## config.mk

```make
export PLATFORM = sky130hd
export DESIGN_NAME = sghc_hue_prep
export DESIGN_NICKNAME = d
export VERILOG_FILES = /design/src/rtl/sghc_pkg.sv /design/src/rtl/sghc_hue_prep.sv
export SDC_FILE = /design/constraint.sdc
export NUM_CORES = 1
export LEC_CHECK = 0
export BUFFER_PORTS_ARGS = -buffer_cell sky130_fd_sc_hd__buf_2
export CORE_MARGIN = 2
export CORE_UTILIZATION = 50
export CTS_BUF_LIST = sky130_fd_sc_hd__clkbuf_4 sky130_fd_sc_hd__clkbuf_8
export DETAILED_ROUTE_END_ITERATION = 8
export GPL_TIMING_DRIVEN = 1
export PLACE_DENSITY = 0.69
export SLEW_MARGIN = 20
export SYNTH_ARGS = -nofsm -noshare
export SYNTH_HDL_FRONTEND = slang
export SYNTH_SLANG_ARGS = --single-unit
```

## constraint.sdc

```tcl
create_clock -name clk -period 11.43 [get_ports clk]
set_clock_uncertainty 0.05 [all_clocks]
set_input_delay 2.286 -clock clk [delete_from_list [all_inputs] [get_ports clk]]
set_output_delay 2.286 -clock clk [all_outputs]
set_load 0.01 [all_outputs]
```

## src/rtl/sghc_pkg.sv

```systemverilog
`default_nettype none
package sghc_pkg;

  // Quantization of each color channel into the skin table address.
  localparam int QUANT_BITS  = 5;
  localparam int CHAN_W      = 8;
  localparam int TABLE_BITS  = 3 * QUANT_BITS;
  localparam int TABLE_DEPTH = 1 << TABLE_BITS;

  // Hue arithmetic.
  localparam int HUE_SCALE   = 46;
  localparam int SEXTANTS    = 6;
  localparam int OFS_RED     = 4;
  localparam int OFS_BLUE    = 2;
  localparam int N_W         = 11;  // holds SEXTANTS * 255
  localparam int DIVIDEND_W  = 17;  // holds SEXTANTS * 255 * HUE_SCALE
  localparam int QUOT_W      = 9;   // quotient never exceeds SEXTANTS * HUE_SCALE

  localparam logic [CHAN_W-1:0] THRESHOLD_RESET = CHAN_W'(125);

  // Input word modes.
  localparam logic MODE_CONVERT = 1'b0;
  localparam logic MODE_WRITE   = 1'b1;

  // Word that travels down the divider cells. The upper dividend bits start
  // in rem; the lower ones shift out of bits while quotient bits shift in.
  typedef struct packed {
    logic              skin;
    logic              zero;
    logic [CHAN_W-1:0] delta;
    logic [CHAN_W-1:0] rem;
    logic [QUOT_W-1:0] bits;
  } div_word_t;

  function automatic logic [TABLE_BITS-1:0] lut_addr(
    input logic [CHAN_W-1:0] b,
    input logic [CHAN_W-1:0] g,
    input logic [CHAN_W-1:0] r
  );
    lut_addr = {b[CHAN_W-1 -: QUANT_BITS], g[CHAN_W-1 -: QUANT_BITS],
                r[CHAN_W-1 -: QUANT_BITS]};
  endfunction

endpackage
`default_nettype wire

```

## src/rtl/sghc_hue_prep.sv

```systemverilog
`default_nettype none
module sghc_hue_prep (
  input  wire logic                        clk,
  input  wire logic                        rst_n,
  input  wire logic                        valid_i,
  output logic                             ready_o,
  input  wire logic [sghc_pkg::CHAN_W-1:0] blue_i,
  input  wire logic [sghc_pkg::CHAN_W-1:0] green_i,
  input  wire logic [sghc_pkg::CHAN_W-1:0] red_i,
  input  wire logic [sghc_pkg::CHAN_W-1:0] lut_byte_i,
  input  wire logic [sghc_pkg::CHAN_W-1:0] threshold_i,
  output logic                             valid_o,
  input  wire logic                        ready_i,
  output sghc_pkg::div_word_t              word_o
);

  localparam int SW = sghc_pkg::N_W + 1;

  logic                          a_valid_r, a_valid_nxt;
  logic                          a_skin_r;
  logic                          a_zero_r;
  logic [sghc_pkg::CHAN_W-1:0]   a_delta_r;
  logic [sghc_pkg::N_W-1:0]      a_n_r;
  logic                          b_valid_r, b_valid_nxt;
  sghc_pkg::div_word_t           b_word_r;
  logic                          a_ready;
  logic                          b_ready;

  logic [sghc_pkg::CHAN_W-1:0]     mx, mn, dl;
  logic signed [SW-1:0]            sd, sr, sg, sb, num;
  logic [sghc_pkg::DIVIDEND_W-1:0] dvd;

  assign b_ready = !b_valid_r || ready_i;
  assign a_ready = !a_valid_r || b_ready;
  assign ready_o = a_ready;
  assign valid_o = b_valid_r;
  assign word_o  = b_word_r;

  // Max, min and the sextant numerator; ties go to red, then green.
  always_comb begin
    mx = red_i;
    mn = red_i;
    if (green_i > mx) mx = green_i;
    if (blue_i > mx) mx = blue_i;
    if (green_i < mn) mn = green_i;
    if (blue_i < mn) mn = blue_i;
    dl = mx - mn;
    sd = $signed(SW'(dl));
    sr = $signed(SW'(red_i));
    sg = $signed(SW'(green_i));
    sb = $signed(SW'(blue_i));
    if (red_i == mx) begin
      num = sd * SW'(sghc_pkg::OFS_RED) + sg - sb;
    end else if (green_i == mx) begin
      num = sb - sr;
    end else begin
      num = sd * SW'(sghc_pkg::OFS_BLUE) + sr - sg;
    end
    if (num < 0) begin
      num = num + sd * SW'(sghc_pkg::SEXTANTS);
    end
  end

  assign dvd = sghc_pkg::DIVIDEND_W'(a_n_r) * sghc_pkg::DIVIDEND_W'(sghc_pkg::HUE_SCALE);

  always_comb begin
    a_valid_nxt = a_valid_r;
    if (a_ready) a_valid_nxt = valid_i;
    b_valid_nxt = b_valid_r;
    if (b_ready) b_valid_nxt = a_valid_r;
  end

  always_ff @(posedge clk) begin
    if (!rst_n) begin
      a_valid_r <= 1'b0;
      b_valid_r <= 1'b0;
    end else begin
      a_valid_r <= a_valid_nxt;
      b_valid_r <= b_valid_nxt;
    end
  end

  always_ff @(posedge clk) begin
    if (a_ready && valid_i) begin
      a_skin_r  <= lut_byte_i >= threshold_i;
      a_zero_r  <= (lut_byte_i < threshold_i) || (dl == '0);
      a_delta_r <= dl;
      a_n_r     <= num[sghc_pkg::N_W-1:0];
    end
    if (b_ready && a_valid_r) begin
      b_word_r.skin  <= a_skin_r;
      b_word_r.zero  <= a_zero_r;
      b_word_r.delta <= a_delta_r;
      b_word_r.rem   <= dvd[sghc_pkg::DIVIDEND_W-1 -: sghc_pkg::CHAN_W];
      b_word_r.bits  <= dvd[sghc_pkg::QUOT_W-1:0];
    end
  end

endmodule
`default_nettype wire

```

==> run_results.csv <==
group,metric,value,unit
yosys,synth_sequential_area_ratio,19.3,%
worst_setup_path,worst_r2r_path_depth,19,
detailed_routing,antenna_left,0,
yosys,netlist_area,7520,um2
worst_setup_path,crit_buf_inv,5,
die,die_area,16000,um2
global_route,grt.overflow.total,0,
worst_setup_path,crit_slowest_cell,"sky130_fd_sc_hd__or3_1",
min_path,whs_path_depth,0,
die,floorplan.initialDensity,51.5,%
clock_network,clk_path_buf_depth,2,
final_layout,multiInputGateArea,5540,um2
min_path,holdCritPathClass,"reg2reg",
min_path,whs_endpoint,"word_o[24]",
clock_network,clkSinkCount,49,
clock_network,clkSlewWorstSetupHoldPaths,0.08,ns
global_route,first_global_vias,5995,
yosys,synth_most_common_cell,"sky130_fd_sc_hd__inv_1",
sta,headroom_to_the_max_slew_limit,37.6,%
final_layout,nets,1095,
sta,setup_viol_count_final,0,
final_layout,postLayoutCellArea,8270,um2
sta,max_freq,0.0927,GHz
run_status,outcome,"complete, no violations",
placed_design,dpl_cell_area,8140,um2
yosys,synth_top_area_share,20.6,%
global_route,grt_util_all_layers,21.0,%
final_layout,share_of_post_route_cells_with_drive_strength_above_1,15.6,%
sta,worst-slew-pin-transition,0.936,ns
yosys,ys_types,92,
worst_setup_path,worst_setup_path_start_kind,"primary input",
detailed_routing,routed_via_density,5.58,
final_layout,diodes_inserted,0,
clock_network,clock_tree.root_cell,"sky130_fd_sc_hd__clkbuf_8",
clock_network,cts_inserted_buffers,5,
detailed_routing,drt_pass1_iterations,5,
die,die_boundary_width,127,um
global_route,initial_antenna_violation_count,0,
detailed_routing,routed_wirelength,16.7,mm
yosys,synth_top_cells_by_area,"sky130_fd_sc_hd__ha_1 21%, sky130_fd_sc_hd__edfxtp_1 19%, sky130_fd_sc_hd__fa_1 9.3%, sky130_fd_sc_hd__inv_1 6.4%, sky130_fd_sc_hd__xnor2_1 5.4%",
worst_setup_path,critical-path-max-stage-delay,0.50,ns
final_layout,layout_area_overhead,10.1,%
yosys,ys.warnings.count,0,
die,ios,73,
yosys,synthesis.area_per_instance,9.31,um2
min_path,hp-start,"a_delta_r[7]",
clock_network,postCtsHoldBufs,0,
worst_setup_path,critPathMostFrequentCell,"sky130_fd_sc_hd__ha_1",
die,coreArea,14600,um2
yosys,synth_nets,1011,
worst_setup_path,crit_type,"in2reg",
clock_network,ctsHtreeMaxLevel,2,
sta,post-route-min-period,10.79,ns
clock_network,cts_tree,"yes",
placed_design,routability_congestion,0.938,
clock_network,insertion_delay,0.31,ns
detailed_routing,drtIter0Drc,244,
worst_setup_path,required,11.43,ns
yosys,postSynth.asyncResetShare,0,%
final_layout,seqCellArea,1450,um2
yosys,postSynthRegisterBits,49,
yosys,synth.largest_area_cell,"sky130_fd_sc_hd__ha_1",
sta,rsz_0062_raised_after_global_routing,"no",
worst_setup_path,worst_r2r_startpoint,"a_n_r[3]",
yosys,synth_cells,808,
placed_design,place.detailed.instances,1065,
worst_setup_path,arrival,10.79,ns
global_route,global_route_wire_length_before_repair,27.6,mm
worst_setup_path,cp_top_family,"compound AO/OA/AOI/OAI gates",
global_route,grt_start_max_net_pins,27,
final_layout,fill_cells,1310,
worst_setup_path,end_kind,"flop",
yosys,synth_ff_type,"sky130_fd_sc_hd__edfxtp_1",
detailed_routing,wirelength_per_cell,15.5,um
yosys,synth-edff-count,47,
yosys,netlist_top_cells_count,"128 x sky130_fd_sc_hd__inv_1, 124 x sky130_fd_sc_hd__ha_1, 61 x sky130_fd_sc_hd__a21oi_1",
detailed_routing,drc_errors,0,
sta,hold_viol_final,0,
placed_design,dp.final_hpwl,14.3,mm
flow_run,cap_viol_max_count,0,
detailed_routing,route.vias.total,6014,
worst_setup_path,timing.critical_path.fanout_max,11,
die,die_height,127,um
worst_setup_path,reg2reg_to,"word_o[16]",
die,rows,44,
sta,final_max_slew_viol_count,0,
sta,timing.final.crit_share,94.4,%
worst_setup_path,rrSetupSlack,7.19,ns
final_layout,instances_no_fill,1077,
placed_design,buffer_ports.inserted,71,
[layout by cell type (no fill, tap or decap), types with 17 or more instances in the layout]
master	count
sky130_fd_sc_hd__inv_1	128
sky130_fd_sc_hd__ha_1	124
sky130_fd_sc_hd__buf_2	71
sky130_fd_sc_hd__a21oi_1	61
sky130_fd_sc_hd__edfxtp_1	47
sky130_fd_sc_hd__xnor2_1	46
sky130_fd_sc_hd__nand2_1	37
sky130_fd_sc_hd__nor2_1	37
sky130_fd_sc_hd__fa_1	35
sky130_fd_sc_hd__o21ai_0	27
sky130_fd_sc_hd__mux2i_1	19
sky130_fd_sc_hd__a21o_1	19
sky130_fd_sc_hd__o21bai_1	19
sky130_fd_sc_hd__buf_4	17
[metal layers]
layer | GRT usage (%) | up-vias | wire, um | share of wire (%)
li1 | - | 3038 | - | -
met1 | 26.2 | 2780 | 7390 | 44
met2 | 37.7 | 155 | 8090 | 49
met3 | 1.77 | 41 | 684 | 4.1
met4 | 7.76 | 0 | 497 | 3.0
met5 | 0 | - | 0 | 0
[worst max-delay path by stage]
| stage | startpoint | to | slack [ns] | cells past startpoint |
|---|---|---|---|---|
| floorplan | green_i[7] | a_n_r[10] | 0.95 | 37 |
| global placement | green_i[1] | a_n_r[10] | 0.08 | 40 |
| detailed placement | green_i[1] | a_n_r[10] | -0.07 | 40 |
| CTS | green_i[1] | a_n_r[10] | 0.25 | 40 |
| global route | green_i[1] | a_n_r[10] | 0.02 | 41 |
| finish | green_i[1] | a_n_r[10] | 0.64 | 41 |
[metrics by stage]
step	util [%]	TNS (ns)	hold WS, ns	setup slack, ns
2_1_floorplan	-	0	0.350	0.948
4_1_cts	56.4	0	0.374	0.252
6_report	56.7	0	0.374	0.642
5_1_grt	56.7	0	0.378	0.0172
3_5_place_dp	55.8	-0.0707	0.355	-0.0707
3_3_place_gp	55.8	0	0.352	0.0791
[kinds of logic (layout without fill, tap and decap cells)]
logic type / after synthesis / count (layout) / synth area share [%]
flops: 49 / 49 / 19.3
simple gates: 160 / 160 / 11.8
other cells: 1 / 1 / 0.0499
compound gates: 213 / 213 / 20.4
buf+inv: 140 / 225 / 7.24
fa+ha+maj: 159 / 159 / 30.0
mux: 27 / 27 / 4.08
xor+xnor: 59 / 59 / 7.24
[worst reg2reg max path, cell delays in order, from the launching register on]
cell	delay, ns
sky130_fd_sc_hd__edfxtp_1	0.47
sky130_fd_sc_hd__ha_1	0.31
sky130_fd_sc_hd__inv_1	0.05
sky130_fd_sc_hd__fa_1	0.48
sky130_fd_sc_hd__fa_1	0.52
sky130_fd_sc_hd__inv_1	0.04
sky130_fd_sc_hd__ha_1	0.31
sky130_fd_sc_hd__inv_1	0.08
sky130_fd_sc_hd__o21bai_1	0.07
sky130_fd_sc_hd__a21oi_1	0.23
sky130_fd_sc_hd__o21bai_1	0.10
sky130_fd_sc_hd__a21oi_1	0.23
sky130_fd_sc_hd__o21bai_1	0.09
sky130_fd_sc_hd__a21oi_1	0.24
sky130_fd_sc_hd__nor2b_1	0.08
sky130_fd_sc_hd__o21a_1	0.18
sky130_fd_sc_hd__o21ai_0	0.15
sky130_fd_sc_hd__nand2b_1	0.07
sky130_fd_sc_hd__a21oi_1	0.17
sky130_fd_sc_hd__xnor2_1	0.08
[sequential cells by signal, summed over array words and instances (netlist names)]
signal and flops:
a_n_r 11, a_valid_r 1, a_delta_r 8, word_o 26, a_zero_r 1, valid_o 1
a_skin_r 1
[layout make-up]
type / count / area share [%]
multi-input cells: 619 / 66.9
flip-flops and latches: 49 / 17.5
inverters: 129 / 5.85
repair buffers: 88 / 5.84
well taps: 184 / 2.78
clock buffers: 5 / 0.832
clock inverters: 3 / 0.212
[repair_timing]
action                     4_1_cts  5_1_grt
resized for setup                0        3
buffers inserted                 0        4
setup endpoints to repair        0        1
Power is left out: the tool's default activity adds up to more than one toggle a clock period on the data nets, which glitch-free logic cannot reach.
