$ cat config.mk
export PLATFORM = sky130hd
export DESIGN_NAME = sghc_div_cell
export DESIGN_NICKNAME = d
export VERILOG_FILES = /design/src/rtl/sghc_pkg.sv /design/src/rtl/sghc_div_cell.sv
export SDC_FILE = /design/constraint.sdc
export NUM_CORES = 1
export LEC_CHECK = 0
export BUFFER_PORTS_ARGS = -buffer_cell sky130_fd_sc_hd__clkbuf_2
export CAP_MARGIN = 25
export CORE_AREA = 2 2 74 76
export CTS_BUF_LIST = sky130_fd_sc_hd__clkbuf_4
export DETAILED_ROUTE_END_ITERATION = 16
export DIE_AREA = 0 0 76 78
export SETUP_SLACK_MARGIN = 0.05
export SKIP_LAST_GASP = 1
export SLEW_MARGIN = 20
export SYNTH_ARGS = -nofsm -noshare
export SYNTH_HDL_FRONTEND = slang
export SYNTH_SLANG_ARGS = --single-unit
$ cat constraint.sdc
create_clock -name clk -period 4.7 [get_ports clk]
set_clock_uncertainty 0.05 [all_clocks]
set_input_delay 0.47 -clock clk [delete_from_list [all_inputs] [get_ports clk]]
set_output_delay 0.47 -clock clk [all_outputs]
set_load 0.005 [all_outputs]
$ cat src/rtl/sghc_pkg.sv
`default_nettype none
package sghc_pkg;

  // Quantization of each color channel into the skin table address.
  localparam int QUANT_BITS  = 5;
  localparam int CHAN_W      = 8;
  localparam int TABLE_BITS  = 3 * QUANT_BITS;
  localparam int TABLE_DEPTH = 1 << TABLE_BITS;

  // Hue arithmetic.
  localparam int HUE_SCALE   = 46;
  localparam int SEXTANTS    = 6;
  localparam int OFS_RED     = 4;
  localparam int OFS_BLUE    = 2;
  localparam int N_W         = 11;  // holds SEXTANTS * 255
  localparam int DIVIDEND_W  = 17;  // holds SEXTANTS * 255 * HUE_SCALE
  localparam int QUOT_W      = 9;   // quotient never exceeds SEXTANTS * HUE_SCALE

  localparam logic [CHAN_W-1:0] THRESHOLD_RESET = CHAN_W'(125);

  // Input word modes.
  localparam logic MODE_CONVERT = 1'b0;
  localparam logic MODE_WRITE   = 1'b1;

  // Word that travels down the divider cells. The upper dividend bits start
  // in rem; the lower ones shift out of bits while quotient bits shift in.
  typedef struct packed {
    logic              skin;
    logic              zero;
    logic [CHAN_W-1:0] delta;
    logic [CHAN_W-1:0] rem;
    logic [QUOT_W-1:0] bits;
  } div_word_t;

  function automatic logic [TABLE_BITS-1:0] lut_addr(
    input logic [CHAN_W-1:0] b,
    input logic [CHAN_W-1:0] g,
    input logic [CHAN_W-1:0] r
  );
    lut_addr = {b[CHAN_W-1 -: QUANT_BITS], g[CHAN_W-1 -: QUANT_BITS],
                r[CHAN_W-1 -: QUANT_BITS]};
  endfunction

endpackage
`default_nettype wire

$ cat src/rtl/sghc_div_cell.sv
`default_nettype none
module sghc_div_cell (
  input  wire logic                clk,
  input  wire logic                rst_n,
  input  wire logic                valid_i,
  output logic                     ready_o,
  input  wire sghc_pkg::div_word_t word_i,
  output logic                     valid_o,
  input  wire logic                ready_i,
  output sghc_pkg::div_word_t      word_o
);

  logic                          valid_r, valid_nxt;
  sghc_pkg::div_word_t           word_r, word_nxt;
  logic [sghc_pkg::CHAN_W:0]     trial;
  logic [sghc_pkg::CHAN_W:0]     diff;
  logic                          qbit;

  assign ready_o = !valid_r || ready_i;
  assign valid_o = valid_r;
  assign word_o  = word_r;

  // One restoring division step: bring down the next dividend bit and
  // subtract the divisor when it fits.
  always_comb begin
    trial    = {word_i.rem, word_i.bits[sghc_pkg::QUOT_W-1]};
    diff     = trial - {1'b0, word_i.delta};
    qbit     = trial >= {1'b0, word_i.delta};
    word_nxt = word_i;
    word_nxt.rem  = qbit ? diff[sghc_pkg::CHAN_W-1:0] : trial[sghc_pkg::CHAN_W-1:0];
    word_nxt.bits = {word_i.bits[sghc_pkg::QUOT_W-2:0], qbit};
    valid_nxt = valid_r;
    if (ready_o) valid_nxt = valid_i;
  end

  always_ff @(posedge clk) begin
    if (!rst_n) begin
      valid_r <= 1'b0;
    end else begin
      valid_r <= valid_nxt;
    end
  end

  always_ff @(posedge clk) begin
    if (ready_o && valid_i) begin
      word_r <= word_nxt;
    end
  end

endmodule
`default_nettype wire

==> out/results.tsv, run 1 <==
metric	value	unit
status	finished, final reports clean	
port_buffers	59	
cts-root-buf	clkbuf_4	
synth.area.top_cells	edfxtp_1 59%, ha_1 7.3%, mux2_2 4.1%, inv_1 3.8%, a41oi_4 2.0%	
drc	0	
p_sw	132.2	µW
vias	984	
synth_top_flop_cell	edfxtp_1	
power.share.clock	19.6	%
grt_pass1_vias	990	
min_path_type	primary input to flip-flop	
antennaDiodeCount	0	
cts_tree	yes	
ys_types	35	
clk_latency	0.33	ns
synth_seq_cells	28	
drt-initial-drc-count	79	
final_area	1780	µm²
r2r_end	word_o[11]	
cellPowerDensity	290.1	nW/µm²
reg2reg_from	valid_o	
multi_input_area	480.5	µm²
regArea	830.8	µm²
drive_gt1_share	44.44	%
clk_pin_slew_worst_paths	0.15	ns
die_h	78	µm
layout_commonest_cell	clkbuf_2	
ctsHoldBuffers	0	
drt-pass1-iter-count	4	
worstSetupEndpointType	flip-flop	
place_congestion	0.7546	
start_kind	primary input	
crit_slowest_cell	fa_1	
viasPerCell	4.241	
p_int	384.3	µW
setup_viol	0	
path_max_fanout	3	
switching_share	25.59	%
cts_buffers	3	
num-fill-cells	506	
min_period_over_period	45.50	%
worstSetupPathType	primary input to flip-flop	
syn-num-nets	140	
antenna_left	0	
clock_sinks	28	
layout_min_cycle_time	2.138	ns
dp.cells	228	
post-cts-setup-buffer-count	0	
postPlaceCellArea	1754	µm²
cts.path.max_buffers	2	
die_w	76	µm
pre_cts_slack	2.185	ns
cpPeakStageDelay	0.41	ns
critPathBufInv	2	
p_comb_share	21.6	%
area_delta_synth_final	29.60	%
p_leak	0.7951	nW
wl_per_cell	12.11	µm
cp_top_family	adder cells	
ios	60	
finalPower	516.5	µW
final.setup.worst_slack	2.562	ns
reg2reg_depth	3	
cp.arrival	2.19	ns
slew_violations	0	
antenna_found_initial	0	
hold_path_depth	1	
ctsHtreeMaxLevel	1	
syn_area	1374	µm²
synth_top_cell_by_area	edfxtp_1	
fmax	467.6	MHz
crit_path_cell_trace	clkbuf_2, inv_1, ha_1, fa_1, nor2b_1, o31a_1, nor4_1, a311o_1, mux2_2	
tightestPinTransition	0.4216	ns
cp.required	4.76	ns
cap_violations	0	
die_area	5928	µm²
grt_pass1_wl	4388	µm
synth_edf_count	27	
syn-instance-count	100	
crit_start	word_i[8]	
grt_max_degree	28	
grt_usage	9.254	%
min_from	word_i[25]	
min_to	word_o[25]	
ys_warn_count	0	
relSlewSlack	71.60	%
final_nets	203	
grt_setup_unrepaired	false	
rows	26	
setup_tns	0	ns
ir_worst_vdd	92.06	µV
seq_area_frac_synth	60.47	%
synth_top_area_share	59.02	%
reg2reg_slack	3.43	ns
utilization	35.31	%
avgSynthCellArea	13.74	µm²
core_area	5042	µm²
hpwl	2165	µm
async_flop_share	0	%
cts.repair.resized	0	
finalHoldViolCount	0	
whs	0.2542	ns
initial_core_util	27.25	%
totalWireLength	2809	µm
final_cell_mix	59 x clkbuf_2, 27 x edfxtp_1, 14 x inv_1	
grt-ovfl-total	0	
seq_power_share	58.7	%
finalNonFillerCells	232	
## cell type report
type / instances / share of cell area (%)
well taps: 70 / 4.919
clock buffers: 3 / 1.265
multi-input cells: 56 / 26.99
repair buffers: 60 / 17.01
inverters: 14 / 2.952
flip-flops and latches: 28 / 46.66
clock inverters: 1 / 0.2108
## flip-flops by register name, indices dropped and copies added (netlist names)
name	cells
valid_o	1
word_o	27
## worst max-delay path by stage
stage | slack [ns] | cells after the start | end
finish | 2.56 | 9 | word_o[15]
global route | 2.48 | 8 | word_o[12]
CTS | 2.55 | 8 | word_o[12]
detailed placement | 2.19 | 9 | word_o[15]
global placement | 2.18 | 9 | word_o[15]
floorplan | 2.39 | 8 | word_o[15]
## synthesized netlist by cell type (2+ instances only)
library cell / n
xnor2_1: 2
edfxtp_1: 27
nand2_1: 2
ha_1: 8
inv_1: 14
a21oi_1: 3
a21oi_2: 2
a21o_1: 3
buf_2: 2
nand3_1: 2
nor2_1: 3
mux2_2: 5
o21ai_0: 4
mux2i_1: 2
## power groups by stage
stage / Clock, mW / Combinational (mW) / Sequential (mW)
finish: 0.101 / 0.112 / 0.303
CTS: 0.109 / 0.114 / 0.304
global route: 0.118 / 0.126 / 0.305
detailed placement: 0 / 0.113 / 0.310
floorplan: 0 / 0.0654 / 0.311
global placement: 0 / 0.111 / 0.309
## kinds of logic (layout without fill, tap and decap cells)
logic type      count (synthesis)  in the layout  synth area share, %
buf+inv                        16             78                4.554
flops                          28             28                60.47
mux                             7              7                5.555
fa+ha+maj                       9              9                8.744
xor+xnor                        3              3                1.913
simple gates                   15             15                5.830
compound gates                 22             22                12.93
## routing by layer
metal  track usage [%]  part of all wire (%)  wire [µm]  up-vias
li1                  -                     -          -      494
met1             11.03                    45       1259      443
met3             3.023                   8.9        250        2
met2             15.80                    45       1274       45
met4             3.091                  0.89         25        0
met5                 0                     0          0        -
Power figures use the tool's default switching activity.
==> inputs of run 2 (changes only) <==
==> constraint.sdc (replaced) <==
create_clock -name clk -period 1.78 [get_ports clk]
set_clock_uncertainty 0.05 [all_clocks]
set_input_delay 0.178 -clock clk [delete_from_list [all_inputs] [get_ports clk]]
set_output_delay 0.178 -clock clk [all_outputs]
set_load 0.005 [all_outputs]
==> run 2 against run 1 <==
Via count up 14%. Largest power group unchanged. Combinational power rose to 3.7 times the previous value. Sequential share of layout area down 8.7 points. First-iteration DRC count down 71%. Wire length up 6.2%. Largest cell class unchanged. Flip-flop and latch count unchanged. Die area unchanged.
==> out/results.tsv, run 2 (synthesis results as in run 1) <==
metric	value	unit	change
drc	0		unchanged
cap_violations	0		unchanged
cp.required	1.83	ns	-2.93 ns
port_buffers	59		unchanged
drt-pass1-iter-count	4		unchanged
cp.arrival	1.76	ns	-0.43 ns
worstSetupPathType	primary input to flip-flop		
tightestPinTransition	0.4298	ns	+0.008260 ns
place_congestion	0.7308		-3.2%
finalPower	1.493	mW	+190%
layout_min_cycle_time	1.710	ns	
final.setup.worst_slack	0.07043	ns	-2.491 ns
initial_core_util	27.25	%	unchanged
min_period_over_period	96.04	%	
relSlewSlack	71.04	%	-0.56 points
cts-root-buf	clkbuf_4		
clk_latency	0.31	ns	-0.02 ns
whs	0.03031	ns	-0.2239 ns
num-fill-cells	489		-3.4%
rows	26		unchanged
cts_buffers	3		unchanged
slew_violations	0		unchanged
hpwl	2243	µm	+3.6%
die_w	76	µm	unchanged
status	finished, final reports clean		
vias	1122		+14%
start_kind	primary input		
reg2reg_depth	3		unchanged
grt_max_degree	28		unchanged
cts_tree	yes		
totalWireLength	2984	µm	+6.2%
final_nets	238		+17%
die_h	78	µm	unchanged
grt_usage	9.920	%	+0.67 points
area_delta_synth_final	59.47	%	
dp.cells	245		+7.5%
grt_pass1_wl	4767	µm	+8.6%
worstSetupEndpointType	flip-flop		
grt_setup_unrepaired	true		
ios	60		unchanged
path_max_fanout	2		-1
ctsHtreeMaxLevel	1		unchanged
antennaDiodeCount	0		unchanged
utilization	43.45	%	+8.1 points
largest_reg_flops	27		unchanged
wl_per_cell	11.18	µm	-7.7%
clk_pin_slew_worst_paths	0.14	ns	about the same
core_area	5042	µm²	unchanged
finalNonFillerCells	267		+15%
min_path_type	primary input to flip-flop		
layout_commonest_cell	clkbuf_2		
die_area	5928	µm²	unchanged
antenna_found_initial	0		unchanged
cellPowerDensity	681.6	nW/µm²	+130%
pre_cts_slack	-0.3704	ns	-2.555 ns
grt_pass1_vias	1101		+11%
grt-ovfl-total	0		unchanged
final_cell_mix	58 x clkbuf_2, 27 x edfxtp_1, 19 x buf_4		
finalHoldViolCount	0		unchanged
cts.path.max_buffers	2		unchanged
p_leak	0.9829	nW	+24%
antenna_left	0		unchanged
fmax	584.9	MHz	
clock_sinks	28		unchanged
setup_viol	0		unchanged
hold_path_depth	2		+1
viasPerCell	4.202		-0.92%
drt-initial-drc-count	23		-71%
ir_worst_vdd	254.5	µV	+180%
drive_gt1_share	51.27	%	+6.8 points
[run 2: area by class of cell]
| class | count | area, µm² | share of cell area [%] |
|---|---|---|---|
| flip-flops and latches | 28 | 830.8 | 37.92 |
| clock buffers | 4 | 30.03 | 1.371 |
| repair buffers | 95 | 620.6 | 28.33 |
| well taps | 70 | 87.58 | 3.998 |
| inverters | 14 | 65.06 | 2.970 |
| multi-input cells | 56 | 556.8 | 25.41 |
[run 2: path summary, 6_finish.rpt]
check	from	to	slack [ns]
setup / recovery	word_i[8]	word_o[15]	0.07
hold / removal	rst_n	valid_o	0.03
setup reg to reg	valid_o	word_o[18]	0.48
hold reg to reg	valid_o	valid_o	0.52
[run 2: per-layer routing]
| layer | global-route usage [%] | share of wire [%] |
|---|---|---|
| met4 | 2.727 | 0.80 |
| met3 | 2.674 | 7.3 |
| met2 | 18.84 | 49 |
| met5 | 0 | 0 |
| met1 | 10.87 | 43 |
[run 2: report_power, final]
group	switching [mW]	leakage, nW	total [mW]	internal, mW
clock	0.174	0.0184	0.277	0.103
combinational	0.176	0.696	0.417	0.241
sequential	0.0131	0.269	0.800	0.787
total	0.363	0.983	1.49	1.13
[run 2: critical path, stage by stage]
cell      delay, ns
clkbuf_4       0.15
inv_12         0.05
ha_4           0.12
fa_2           0.21
nor2b_2        0.05
o31a_1         0.25
buf_4          0.14
a311o_1        0.34
mux2_4         0.27
[run 2: stage by stage]
| step | area, µm² | setup TNS (ns) |
|---|---|---|
| 2_1_floorplan | 1441 | -0.4175 |
| 6_report | 2191 | 0 |
| 3_3_place_gp | 1943 | -2.058 |
| 4_1_cts | 2156 | 0 |
| 5_1_grt | 2191 | 0 |
| 3_5_place_dp | 1943 | -2.070 |
[run 2: repair_timing]
item,in CTS,in global routing
setup endpoints to repair,1,4
resized for setup,2,2
buffers inserted,1,1
endpoints found under the hold margin,16,0
hold buffers,16,0
pin swaps,1,1
